File: src/hdl/ucs_pkg.sv
package ucs_pkg;

    // bit width of one URI character
    localparam int CHAR_W = 8;

    // result transaction layout, packed from the lowest bit up
    localparam int POS_W   = 9;
    localparam int STAT_W  = 2;
    localparam int RES_W   = STAT_W + 1 + 7 * POS_W;
    localparam int TDATA_W = ((RES_W + 7) / 8) * 8;

    // marker characters
    localparam logic [CHAR_W-1:0] CH_COLON    = 8'h3A;
    localparam logic [CHAR_W-1:0] CH_HASH     = 8'h23;
    localparam logic [CHAR_W-1:0] CH_QUESTION = 8'h3F;
    localparam logic [CHAR_W-1:0] CH_SLASH    = 8'h2F;
    localparam logic [CHAR_W-1:0] CH_AT       = 8'h40;
    localparam logic [CHAR_W-1:0] CH_PLUS     = 8'h2B;
    localparam logic [CHAR_W-1:0] CH_MINUS    = 8'h2D;
    localparam logic [CHAR_W-1:0] CH_DOT      = 8'h2E;

    // scheme check progress
    typedef enum logic [1:0] {
        PH_FIRST,
        PH_SCHEME,
        PH_DONE,
        PH_BAD
    } t_phase;

    // result status codes
    typedef enum logic [STAT_W-1:0] {
        ST_OK,
        ST_BAD_SCHEME,
        ST_TOO_LONG
    } t_status;

    // end-of-string sequencer
    typedef enum logic [2:0] {
        SQ_LOAD,
        SQ_CHECK,
        SQ_READ2,
        SQ_AUTH,
        SQ_SCAN,
        SQ_SCAN_WAIT,
        SQ_FINISH
    } t_seq;

    function automatic logic is_alpha(input logic [CHAR_W-1:0] c);
        return (c >= 8'h41 && c <= 8'h5A) || (c >= 8'h61 && c <= 8'h7A);
    endfunction

    function automatic logic is_scheme_char(input logic [CHAR_W-1:0] c);
        return is_alpha(c) || (c >= 8'h30 && c <= 8'h39)
            || c == CH_PLUS || c == CH_MINUS || c == CH_DOT;
    endfunction

endpackage

File: src/hdl/ucs_track.sv
module ucs_track #(
    parameter int MAX_LEN = 256,
    parameter int CW      = 9
) (
    input  logic                       i_clk,
    input  logic                       i_rst_n,
    input  logic                       i_take,
    input  logic [ucs_pkg::CHAR_W-1:0] i_char,
    input  logic                       i_clear,
    output logic [CW-1:0]              o_count,
    output logic                       o_overflow,
    output ucs_pkg::t_phase            o_phase,
    output logic [CW-1:0]              o_scheme_end,
    output logic [CW-1:0]              o_last_hash,
    output logic [CW-1:0]              o_query_before_hash,
    output logic [CW-1:0]              o_last_question,
    output logic [CW-1:0]              o_first_slash,
    output logic [CW-1:0]              o_first_at
);

    logic [CW-1:0]   r_count, n_count;
    logic            r_overflow, n_overflow;
    ucs_pkg::t_phase r_phase, n_phase;
    logic [CW-1:0]   r_scheme_end, n_scheme_end;
    logic [CW-1:0]   r_last_hash, n_last_hash;
    logic [CW-1:0]   r_qbh, n_qbh;
    logic [CW-1:0]   r_last_q, n_last_q;
    logic [CW-1:0]   r_first_slash, n_first_slash;
    logic [CW-1:0]   r_first_at, n_first_at;
    logic [CW:0]     w_auth_min;
    logic            w_in_auth;

    // slash and '@' count only from the third byte after the scheme colon
    assign w_auth_min = {1'b0, r_scheme_end} + (CW+1)'(3);
    assign w_in_auth  = {1'b0, r_count} >= w_auth_min;

    // marker tracking per accepted byte
    always_comb begin
        n_count       = r_count;
        n_overflow    = r_overflow;
        n_phase       = r_phase;
        n_scheme_end  = r_scheme_end;
        n_last_hash   = r_last_hash;
        n_qbh         = r_qbh;
        n_last_q      = r_last_q;
        n_first_slash = r_first_slash;
        n_first_at    = r_first_at;
        if (i_clear) begin
            n_count       = '0;
            n_overflow    = 1'b0;
            n_phase       = ucs_pkg::PH_FIRST;
            n_scheme_end  = '0;
            n_last_hash   = '0;
            n_qbh         = '0;
            n_last_q      = '0;
            n_first_slash = '0;
            n_first_at    = '0;
        end else if (i_take) begin
            if (r_count < CW'(MAX_LEN)) begin
                n_count = r_count + 1'b1;
                case (r_phase)
                    ucs_pkg::PH_FIRST: begin
                        n_phase = ucs_pkg::is_alpha(i_char) ? ucs_pkg::PH_SCHEME
                                                            : ucs_pkg::PH_BAD;
                    end
                    ucs_pkg::PH_SCHEME: begin
                        if (i_char == ucs_pkg::CH_COLON) begin
                            n_phase      = ucs_pkg::PH_DONE;
                            n_scheme_end = r_count;
                        end else if (!ucs_pkg::is_scheme_char(i_char)) begin
                            n_phase = ucs_pkg::PH_BAD;
                        end
                    end
                    ucs_pkg::PH_DONE: begin
                        if (i_char == ucs_pkg::CH_HASH) begin
                            n_last_hash = r_count;
                            n_qbh       = r_last_q;
                        end else if (i_char == ucs_pkg::CH_QUESTION) begin
                            n_last_q = r_count;
                        end else if (i_char == ucs_pkg::CH_SLASH) begin
                            if (r_first_slash == '0 && w_in_auth) begin
                                n_first_slash = r_count;
                            end
                        end else if (i_char == ucs_pkg::CH_AT) begin
                            if (r_first_at == '0 && w_in_auth) begin
                                n_first_at = r_count;
                            end
                        end
                    end
                    default: begin
                    end
                endcase
            end else begin
                n_overflow = 1'b1;
            end
        end
    end

    always_ff @(posedge i_clk) begin
        if (!i_rst_n) begin
            r_count       <= '0;
            r_overflow    <= 1'b0;
            r_phase       <= ucs_pkg::PH_FIRST;
            r_scheme_end  <= '0;
            r_last_hash   <= '0;
            r_qbh         <= '0;
            r_last_q      <= '0;
            r_first_slash <= '0;
            r_first_at    <= '0;
        end else begin
            r_count       <= n_count;
            r_overflow    <= n_overflow;
            r_phase       <= n_phase;
            r_scheme_end  <= n_scheme_end;
            r_last_hash   <= n_last_hash;
            r_qbh         <= n_qbh;
            r_last_q      <= n_last_q;
            r_first_slash <= n_first_slash;
            r_first_at    <= n_first_at;
        end
    end

    assign o_count             = r_count;
    assign o_overflow          = r_overflow;
    assign o_phase             = r_phase;
    assign o_scheme_end        = r_scheme_end;
    assign o_last_hash         = r_last_hash;
    assign o_query_before_hash = r_qbh;
    assign o_last_question     = r_last_q;
    assign o_first_slash       = r_first_slash;
    assign o_first_at          = r_first_at;

endmodule

File: src/hdl/uri_component_splitter_top.sv
// URI component splitter.
// Slave stream: one URI byte per transaction in i_s_tdata, i_s_tlast on the
// final byte. Master stream: one result transaction per string, sent after
// the final byte, with status and the component boundary positions.
// Bytes are taken one per cycle while o_s_tready is high; bytes beyond
// MAX_LEN are dropped and flagged as too long. The scheme check and the
// fragment, query, slash and '@' markers are tracked as the bytes arrive.
// After the final byte the sequencer reads the byte store: two reads for
// the "//" check, then a backward scan over the host part for the port
// colon, one byte at a time. A string with a length or scheme error skips
// the "//" check and the scan, a string without authority skips the scan.
// o_s_tready is low from the final byte until the result is loaded into
// the output register, and high for every byte in between.
// The result waits in an output register: a stalled receiver does not stop
// the next string from loading, only its finish waits for the register.
// Reset (synchronous, active low) empties the string state and the output
// register; the byte store needs no clearing, it is read only where written.
module uri_component_splitter_top #(
    parameter int MAX_LEN = 256
) (
    input  logic                        i_clk,
    input  logic                        i_rst_n,
    input  logic                        i_s_tvalid,
    output logic                        o_s_tready,
    input  logic [ucs_pkg::CHAR_W-1:0]  i_s_tdata,   // [7:0] char_in
    input  logic                        i_s_tlast,
    output logic                        o_m_tvalid,
    input  logic                        i_m_tready,
    // [1:0] status, [10:2] scheme_colon_pos, [11] has_authority,
    // [20:12] at_pos, [29:21] port_colon_pos, [38:30] path_start,
    // [47:39] query_pos, [56:48] fragment_pos, [65:57] total_length, rest 0
    output logic [ucs_pkg::TDATA_W-1:0] o_m_tdata
);

    localparam int CW = $clog2(MAX_LEN + 1);
    localparam int AW = $clog2(MAX_LEN);
    localparam int PW = ucs_pkg::POS_W;

    // byte store
    logic [ucs_pkg::CHAR_W-1:0] r_mem [MAX_LEN];
    logic [ucs_pkg::CHAR_W-1:0] r_rd_data;
    logic [AW-1:0]              w_rd_addr;
    logic                       w_take;
    logic                       w_clear;

    // tracker state
    logic [CW-1:0]   w_count;
    logic            w_overflow;
    ucs_pkg::t_phase w_phase;
    logic [CW-1:0]   w_se;
    logic [CW-1:0]   w_last_hash;
    logic [CW-1:0]   w_qbh;
    logic [CW-1:0]   w_last_q;
    logic [CW-1:0]   w_first_slash;
    logic [CW-1:0]   w_first_at;

    // sequencer and result registers
    ucs_pkg::t_seq              r_seq, n_seq;
    ucs_pkg::t_status           r_status, n_status;
    logic                       r_auth, n_auth;
    logic [CW-1:0]              r_at, n_at;
    logic [CW-1:0]              r_port, n_port;
    logic [CW-1:0]              r_pstart, n_pstart;
    logic [CW-1:0]              r_scan, n_scan;
    logic [CW:0]                r_host, n_host;
    logic [ucs_pkg::CHAR_W-1:0] r_byte1, n_byte1;
    logic                       r_out_valid, n_out_valid;
    logic [ucs_pkg::TDATA_W-1:0] r_out_tdata, n_out_tdata;

    // derived boundaries
    logic [CW-1:0] w_query;
    logic [CW-1:0] w_end;
    logic [CW-1:0] w_pstart;
    logic [CW-1:0] w_at;
    logic [CW-1:0] w_scan_prev;
    logic [CW-1:0] w_se_p1;
    logic [CW:0]   w_se_p2;
    logic          w_auth;
    logic          w_ok;

    assign o_s_tready = (r_seq == ucs_pkg::SQ_LOAD);
    assign w_take     = i_s_tvalid && o_s_tready;

    ucs_track #(
        .MAX_LEN (MAX_LEN),
        .CW      (CW)
    ) u_track (
        .i_clk               (i_clk),
        .i_rst_n             (i_rst_n),
        .i_take              (w_take),
        .i_char              (i_s_tdata),
        .i_clear             (w_clear),
        .o_count             (w_count),
        .o_overflow          (w_overflow),
        .o_phase             (w_phase),
        .o_scheme_end        (w_se),
        .o_last_hash         (w_last_hash),
        .o_query_before_hash (w_qbh),
        .o_last_question     (w_last_q),
        .o_first_slash       (w_first_slash),
        .o_first_at          (w_first_at)
    );

    // store write on accepted bytes within MAX_LEN, registered read
    always_ff @(posedge i_clk) begin
        if (w_take && w_count < CW'(MAX_LEN)) begin
            r_mem[w_count[AW-1:0]] <= i_s_tdata;
        end
        r_rd_data <= r_mem[w_rd_addr];
    end

    // component ends from the tracked markers
    assign w_query  = (w_last_hash != '0) ? w_qbh : w_last_q;
    assign w_end    = (w_query != '0) ? w_query
                    : ((w_last_hash != '0) ? w_last_hash : w_count);
    assign w_pstart = (w_first_slash != '0 && w_first_slash < w_end) ? w_first_slash
                                                                       : w_end;
    assign w_at     = (w_first_at != '0 && w_first_at < w_pstart) ? w_first_at : '0;
    assign w_se_p1  = w_se + 1'b1;
    assign w_se_p2  = {1'b0, w_se} + (CW+1)'(2);
    assign w_auth   = (w_se_p2 < {1'b0, w_end}) && r_byte1 == ucs_pkg::CH_SLASH
                      && r_rd_data == ucs_pkg::CH_SLASH;
    assign w_scan_prev = r_scan - 1'b1;
    assign w_ok     = (r_status == ucs_pkg::ST_OK);

    // sequencer: next state, store reads and result assembly
    always_comb begin
        n_seq       = r_seq;
        n_status    = r_status;
        n_auth      = r_auth;
        n_at        = r_at;
        n_port      = r_port;
        n_pstart    = r_pstart;
        n_scan      = r_scan;
        n_host      = r_host;
        n_byte1     = r_byte1;
        n_out_valid = r_out_valid;
        n_out_tdata = r_out_tdata;
        w_rd_addr   = '0;
        w_clear     = 1'b0;

        if (r_out_valid && i_m_tready) begin
            n_out_valid = 1'b0;
        end

        case (r_seq)
            ucs_pkg::SQ_LOAD: begin
                if (w_take && i_s_tlast) begin
                    n_seq = ucs_pkg::SQ_CHECK;
                end
            end
            ucs_pkg::SQ_CHECK: begin
                n_auth   = 1'b0;
                n_at     = '0;
                n_port   = '0;
                n_pstart = '0;
                w_rd_addr = w_se_p1[AW-1:0];
                if (w_overflow) begin
                    n_status = ucs_pkg::ST_TOO_LONG;
                    n_seq    = ucs_pkg::SQ_FINISH;
                end else if (w_phase != ucs_pkg::PH_DONE) begin
                    n_status = ucs_pkg::ST_BAD_SCHEME;
                    n_seq    = ucs_pkg::SQ_FINISH;
                end else begin
                    n_status = ucs_pkg::ST_OK;
                    n_seq    = ucs_pkg::SQ_READ2;
                end
            end
            ucs_pkg::SQ_READ2: begin
                w_rd_addr = w_se_p2[AW-1:0];
                n_byte1   = r_rd_data;
                n_seq     = ucs_pkg::SQ_AUTH;
            end
            ucs_pkg::SQ_AUTH: begin
                if (w_auth) begin
                    n_auth   = 1'b1;
                    n_pstart = w_pstart;
                    n_at     = w_at;
                    n_scan   = w_pstart;
                    n_host   = (w_at != '0) ? ({1'b0, w_at} + (CW+1)'(1))
                                            : ({1'b0, w_se} + (CW+1)'(3));
                    n_seq    = ucs_pkg::SQ_SCAN;
                end else begin
                    n_pstart = w_se_p1;
                    n_seq    = ucs_pkg::SQ_FINISH;
                end
            end
            ucs_pkg::SQ_SCAN: begin
                w_rd_addr = w_scan_prev[AW-1:0];
                if ({1'b0, r_scan} > r_host) begin
                    n_seq = ucs_pkg::SQ_SCAN_WAIT;
                end else begin
                    n_seq = ucs_pkg::SQ_FINISH;
                end
            end
            ucs_pkg::SQ_SCAN_WAIT: begin
                if (r_rd_data == ucs_pkg::CH_COLON) begin
                    n_port = w_scan_prev;
                    n_seq  = ucs_pkg::SQ_FINISH;
                end else begin
                    n_scan = w_scan_prev;
                    n_seq  = ucs_pkg::SQ_SCAN;
                end
            end
            ucs_pkg::SQ_FINISH: begin
                if (!r_out_valid || i_m_tready) begin
                    n_out_valid = 1'b1;
                    n_out_tdata = ucs_pkg::TDATA_W'({
                        PW'(w_count),
                        w_ok ? PW'(w_last_hash) : PW'(0),
                        w_ok ? PW'(w_query)     : PW'(0),
                        w_ok ? PW'(r_pstart)    : PW'(0),
                        w_ok ? PW'(r_port)      : PW'(0),
                        w_ok ? PW'(r_at)        : PW'(0),
                        w_ok && r_auth,
                        w_ok ? PW'(w_se)        : PW'(0),
                        r_status
                    });
                    w_clear = 1'b1;
                    n_seq   = ucs_pkg::SQ_LOAD;
                end
            end
            default: begin
                n_seq = ucs_pkg::SQ_LOAD;
            end
        endcase
    end

    always_ff @(posedge i_clk) begin
        if (!i_rst_n) begin
            r_seq       <= ucs_pkg::SQ_LOAD;
            r_out_valid <= 1'b0;
        end else begin
            r_seq       <= n_seq;
            r_out_valid <= n_out_valid;
        end
        r_status    <= n_status;
        r_auth      <= n_auth;
        r_at        <= n_at;
        r_port      <= n_port;
        r_pstart    <= n_pstart;
        r_scan      <= n_scan;
        r_host      <= n_host;
        r_byte1     <= n_byte1;
        r_out_tdata <= n_out_tdata;
    end

    assign o_m_tvalid = r_out_valid;
    assign o_m_tdata  = r_out_tdata;

endmodule

File: config.mk
export PLATFORM = sky130hd
export DESIGN_NAME = uri_component_splitter_top
export DESIGN_NICKNAME = d
export VERILOG_FILES = /design/src/hdl/ucs_pkg.sv /design/src/hdl/ucs_track.sv /design/src/hdl/uri_component_splitter_top.sv
export SDC_FILE = /design/constraint.sdc
export NUM_CORES = 2
export LEC_CHECK = 0
export BUFFER_PORTS_ARGS = -buffer_cell sky130_fd_sc_hd__buf_4
export CORE_ASPECT_RATIO = 1.1
export CORE_MARGIN = 4
export CORE_UTILIZATION = 68
export DETAILED_ROUTE_END_ITERATION = 6
export PLACE_DENSITY_LB_ADDON = 0.08
export SYNTH_ARGS = -nofsm -noshare
export SYNTH_HDL_FRONTEND = slang
export SYNTH_SLANG_ARGS = --single-unit
File: constraint.sdc
create_clock -name i_clk -period 10.7 [get_ports i_clk]
set_input_delay 0 -clock i_clk [delete_from_list [all_inputs] [get_ports i_clk]]
set_output_delay 0 -clock i_clk [all_outputs]
set_load 0.01 [all_outputs]
==> impl_metrics.toml <==
[worst_setup_path]
critPathCaptureType = "flop"
crit_path_max_incr_delay_ps = 660
r2r_slack_ps = 3390
reg2reg_depth = 25
arrival_ps = 7890
crit_fanout = 17
r2r-start = "u_track.o_last_hash[4]"
criticalPathCategory = "reg2reg"
start_kind = "flop"
crit_top_cell = "a21oi_1"
reg2reg_to = "r_host[2]"
cp.required_ps = 11280
cpMaxStageDelayCell = "a221oi_1"

[clocking]
clkSlewWorstSetupHoldPaths_ps = 60
htreeDepth = 4
cts.sinks = 2249
cts_setup_buffers = 0
cts-buffers-inserted = 208
clk_latency_ps = 830
cts-root-buf = "clkbuf_16"
clockBufferDepth = 3
cts_tree = "built"

[grt]
track_usage_pct = 34.2
grt_max_degree = 187
grt_overflow = 0
grt_pass1_wl_mm = 363
first_global_vias = 57523
antenna_found_initial = 9

[logic_synthesis]
synth_top_family_by_area = "simple AND/OR/NAND/NOR gates"
netlist_instances = 7321
synth_top_area_share_pct = 70.8
synth_edf_count = 2171
yosys.area_share.simple_pct = 16.8
yosys_warnings = 0
synthTopCellsByArea = "edfxtp_1 (71%), nand2_1 (8.6%), nand3_1 (4.0%)"
synth_mux_area_share_pct = 0.570
ys_seq_elements = 2249
yosysTopAreaCell = "edfxtp_1"
synth_fa_ha_area_share_pct = 0.691
yosys.cell_types.count = 72
synth_compound_area_share_pct = 6.49
synth-seq-area-share_pct = 72.5
syn_area_um2 = 92000
synth-xor-area-share_pct = 0.390
yosys_most_used_dff = "edfxtp_1"
synth_area_per_cell_um2 = 12.6
async_reset_ff_share_pct = 0

[status]
outcome = "finished with violations"
violations = "DRC"

[routing]
wire_per_inst_um = 26.7
drtIter0Drc = 9613
ant_nets = 0
via_per_inst = 6.63
drt_wl_total_mm = 244
drc = 6
drtPass1Iterations = 7
vias = 60738

[sta]
skew_ps = 27.4
setup_viol = 0
min_period_ps = 7310
slew_viol_final = 0
fmax_mhz = 137
rsz0062_at_grt = "false"
tightestPinTransition_ps = 1400
finalCritPeriodShare_pct = 68.3
finalSetupTns_ps = 0
layout_setup_ws_ps = 3390
finalHoldViolCount = 0
relSlewSlack_pct = 5.66

[worst_hold_path]
hold_depth = 3
hold_path.class = "in2reg"
whs_endpoint = "r_seq[1]"
min-delay-start = "i_rst_n"

[placement]
gp_congestion = 0.907
pre_cts_ws_ps = 3540
post-dp-hpwl_mm = 138
port_buffers = 80
placed_area_um2 = 94000

[layout]
multi_input_area_um2 = 23200
seq_area_um2 = 66800
synthToLayoutAreaGrowth_pct = 9.20
layout.nets = 7273
final_area_um2 = 101000
drive_above_1_share_pct = 6.89
fillCellCount = 8526

[pwr]
power_leakage_nw = 34.6
ir_drop_mv = 0.206
p_per_area_nw_per_um2 = 193

[floorplanning]
core_area_um2 = 134000
io_pins = 87
die_width_um = 359
die_y_um = 394
die_area_um2 = 141000
row_count = 141
start_util_pct = 68.5

[run]
max-cap-violations = 0
-- power breakdown --
group          internal, W  leakage [nW]  total (W)  switching (W)
Clock              0.00389          3.12    0.00701        0.00312
Combinational     0.000693          11.3    0.00266        0.00197
Sequential         0.00972          20.1    0.00976      0.0000476
Total               0.0143          34.6     0.0194        0.00513
-- cell usage in the layout, fill, tap and decap left out, types with 48 or more instances in the layout --
cell type and count:
clkbuf_16 214, and2_1 48, inv_1 49, and3_1 241, clkbuf_1 58, dfxtp_1 78
nand2_1 2089, buf_4 162, edfxtp_1 2171, a311oi_1 352, nor2_1 376, a31oi_1 70
nand3_1 735, ha_1 50
-- worst max path at each step --
stage	startpoint	end	slack, ps	cells past startpoint
4_1_cts	u_track.o_last_hash[4]	r_host[7]	3550	25
3_3_place_gp	u_track.o_last_hash[4]	r_host[2]	3570	25
6_report	u_track.o_last_hash[4]	r_host[2]	3390	25
2_1_floorplan	u_track.o_query_before_hash[2]	r_host[3]	4990	25
5_1_grt	u_track.o_last_hash[5]	r_host[2]	2760	24
3_5_place_dp	u_track.o_last_hash[5]	r_host[2]	3540	25
-- cells in the mapped netlist, types with 42 or more instances --
master and count:
buf_1 66, and2_1 48, inv_1 49, edfxtp_1 2171, a31oi_1 70, nand3_1 735
and3_1 241, nand2_1 2105, a311oi_1 352, a21oi_1 48, nor2_1 381, clkbuf_1 357
dfxtp_1 78, mux2i_1 42, buf_2 95, ha_1 50
-- routing by layer --
metal	GRT usage, %	share of wire, %	vias to the layer above
met2	52.9	47	3717
met4	12.6	4.0	2
met5	0	0.0037	-
met1	49.4	38	29805
li1	-	-	26698
met3	6.51	11	516
-- metrics by stage --
step                utilization, %  std cells  power [W]  hold WS (ps)
finish                        74.8       9166     0.0194          49.3
global route                  74.8       9160     0.0200          43.4
CTS                           74.8       9160     0.0194          1.71
detailed placement            69.9       8773     0.0125           297
global placement              69.9       8773     0.0125           296
floorplan                        -       7326     0.0114          98.9
-- critical path: cells and delay by family (launching register included) --
kind	cells	cell delay [ps]
flip-flops	1	340
AND/OR/NAND/NOR	8	1890
multiplexers	1	580
AO/OA/AOI/OAI	13	3350
adder cells (fa/ha/maj)	3	880
-- sequential cells by signal (all words and copies together) (netlist names), 3 cells and up --
register / flops
r_mem: 2048
r_rd_data: 8
r_at: 9
u_track.o_count: 9
u_track.o_last_question: 9
r_port: 9
r_byte1: 8
r_scan: 9
u_track.o_query_before_hash: 9
u_track.o_last_hash: 9
u_track.o_first_slash: 9
r_host: 10
r_seq: 3
o_m_tdata: 66
u_track.o_first_at: 9
u_track.o_scheme_end: 9
r_pstart: 9
-- timing repair --
item | CTS | global route
hold buffers | 14 | 0
resized for setup | 0 | 0
endpoints found under the hold margin | 753 | 0
-- layout make-up --
type,instances,share of cell area (%)
inverter,49,0.183
sequential,2249,66.4
clock inverter,93,0.664
clock buffer,280,5.65
antenna,6,0.0149
tap,1787,2.22
multi-input combinational,4502,23.1
timing repair buffer,200,1.79
-- kinds of logic after synthesis --
kind of cell | after synthesis
AOI/OAI and AO/OA | 743
xor gates and xnor gates | 41
adders and majority gates | 51
buffers and inverters | 575
DFF | 2249
muxes | 51
other | 1
and+or+nand+nor | 3610
(Power assumes the default switching activity.)
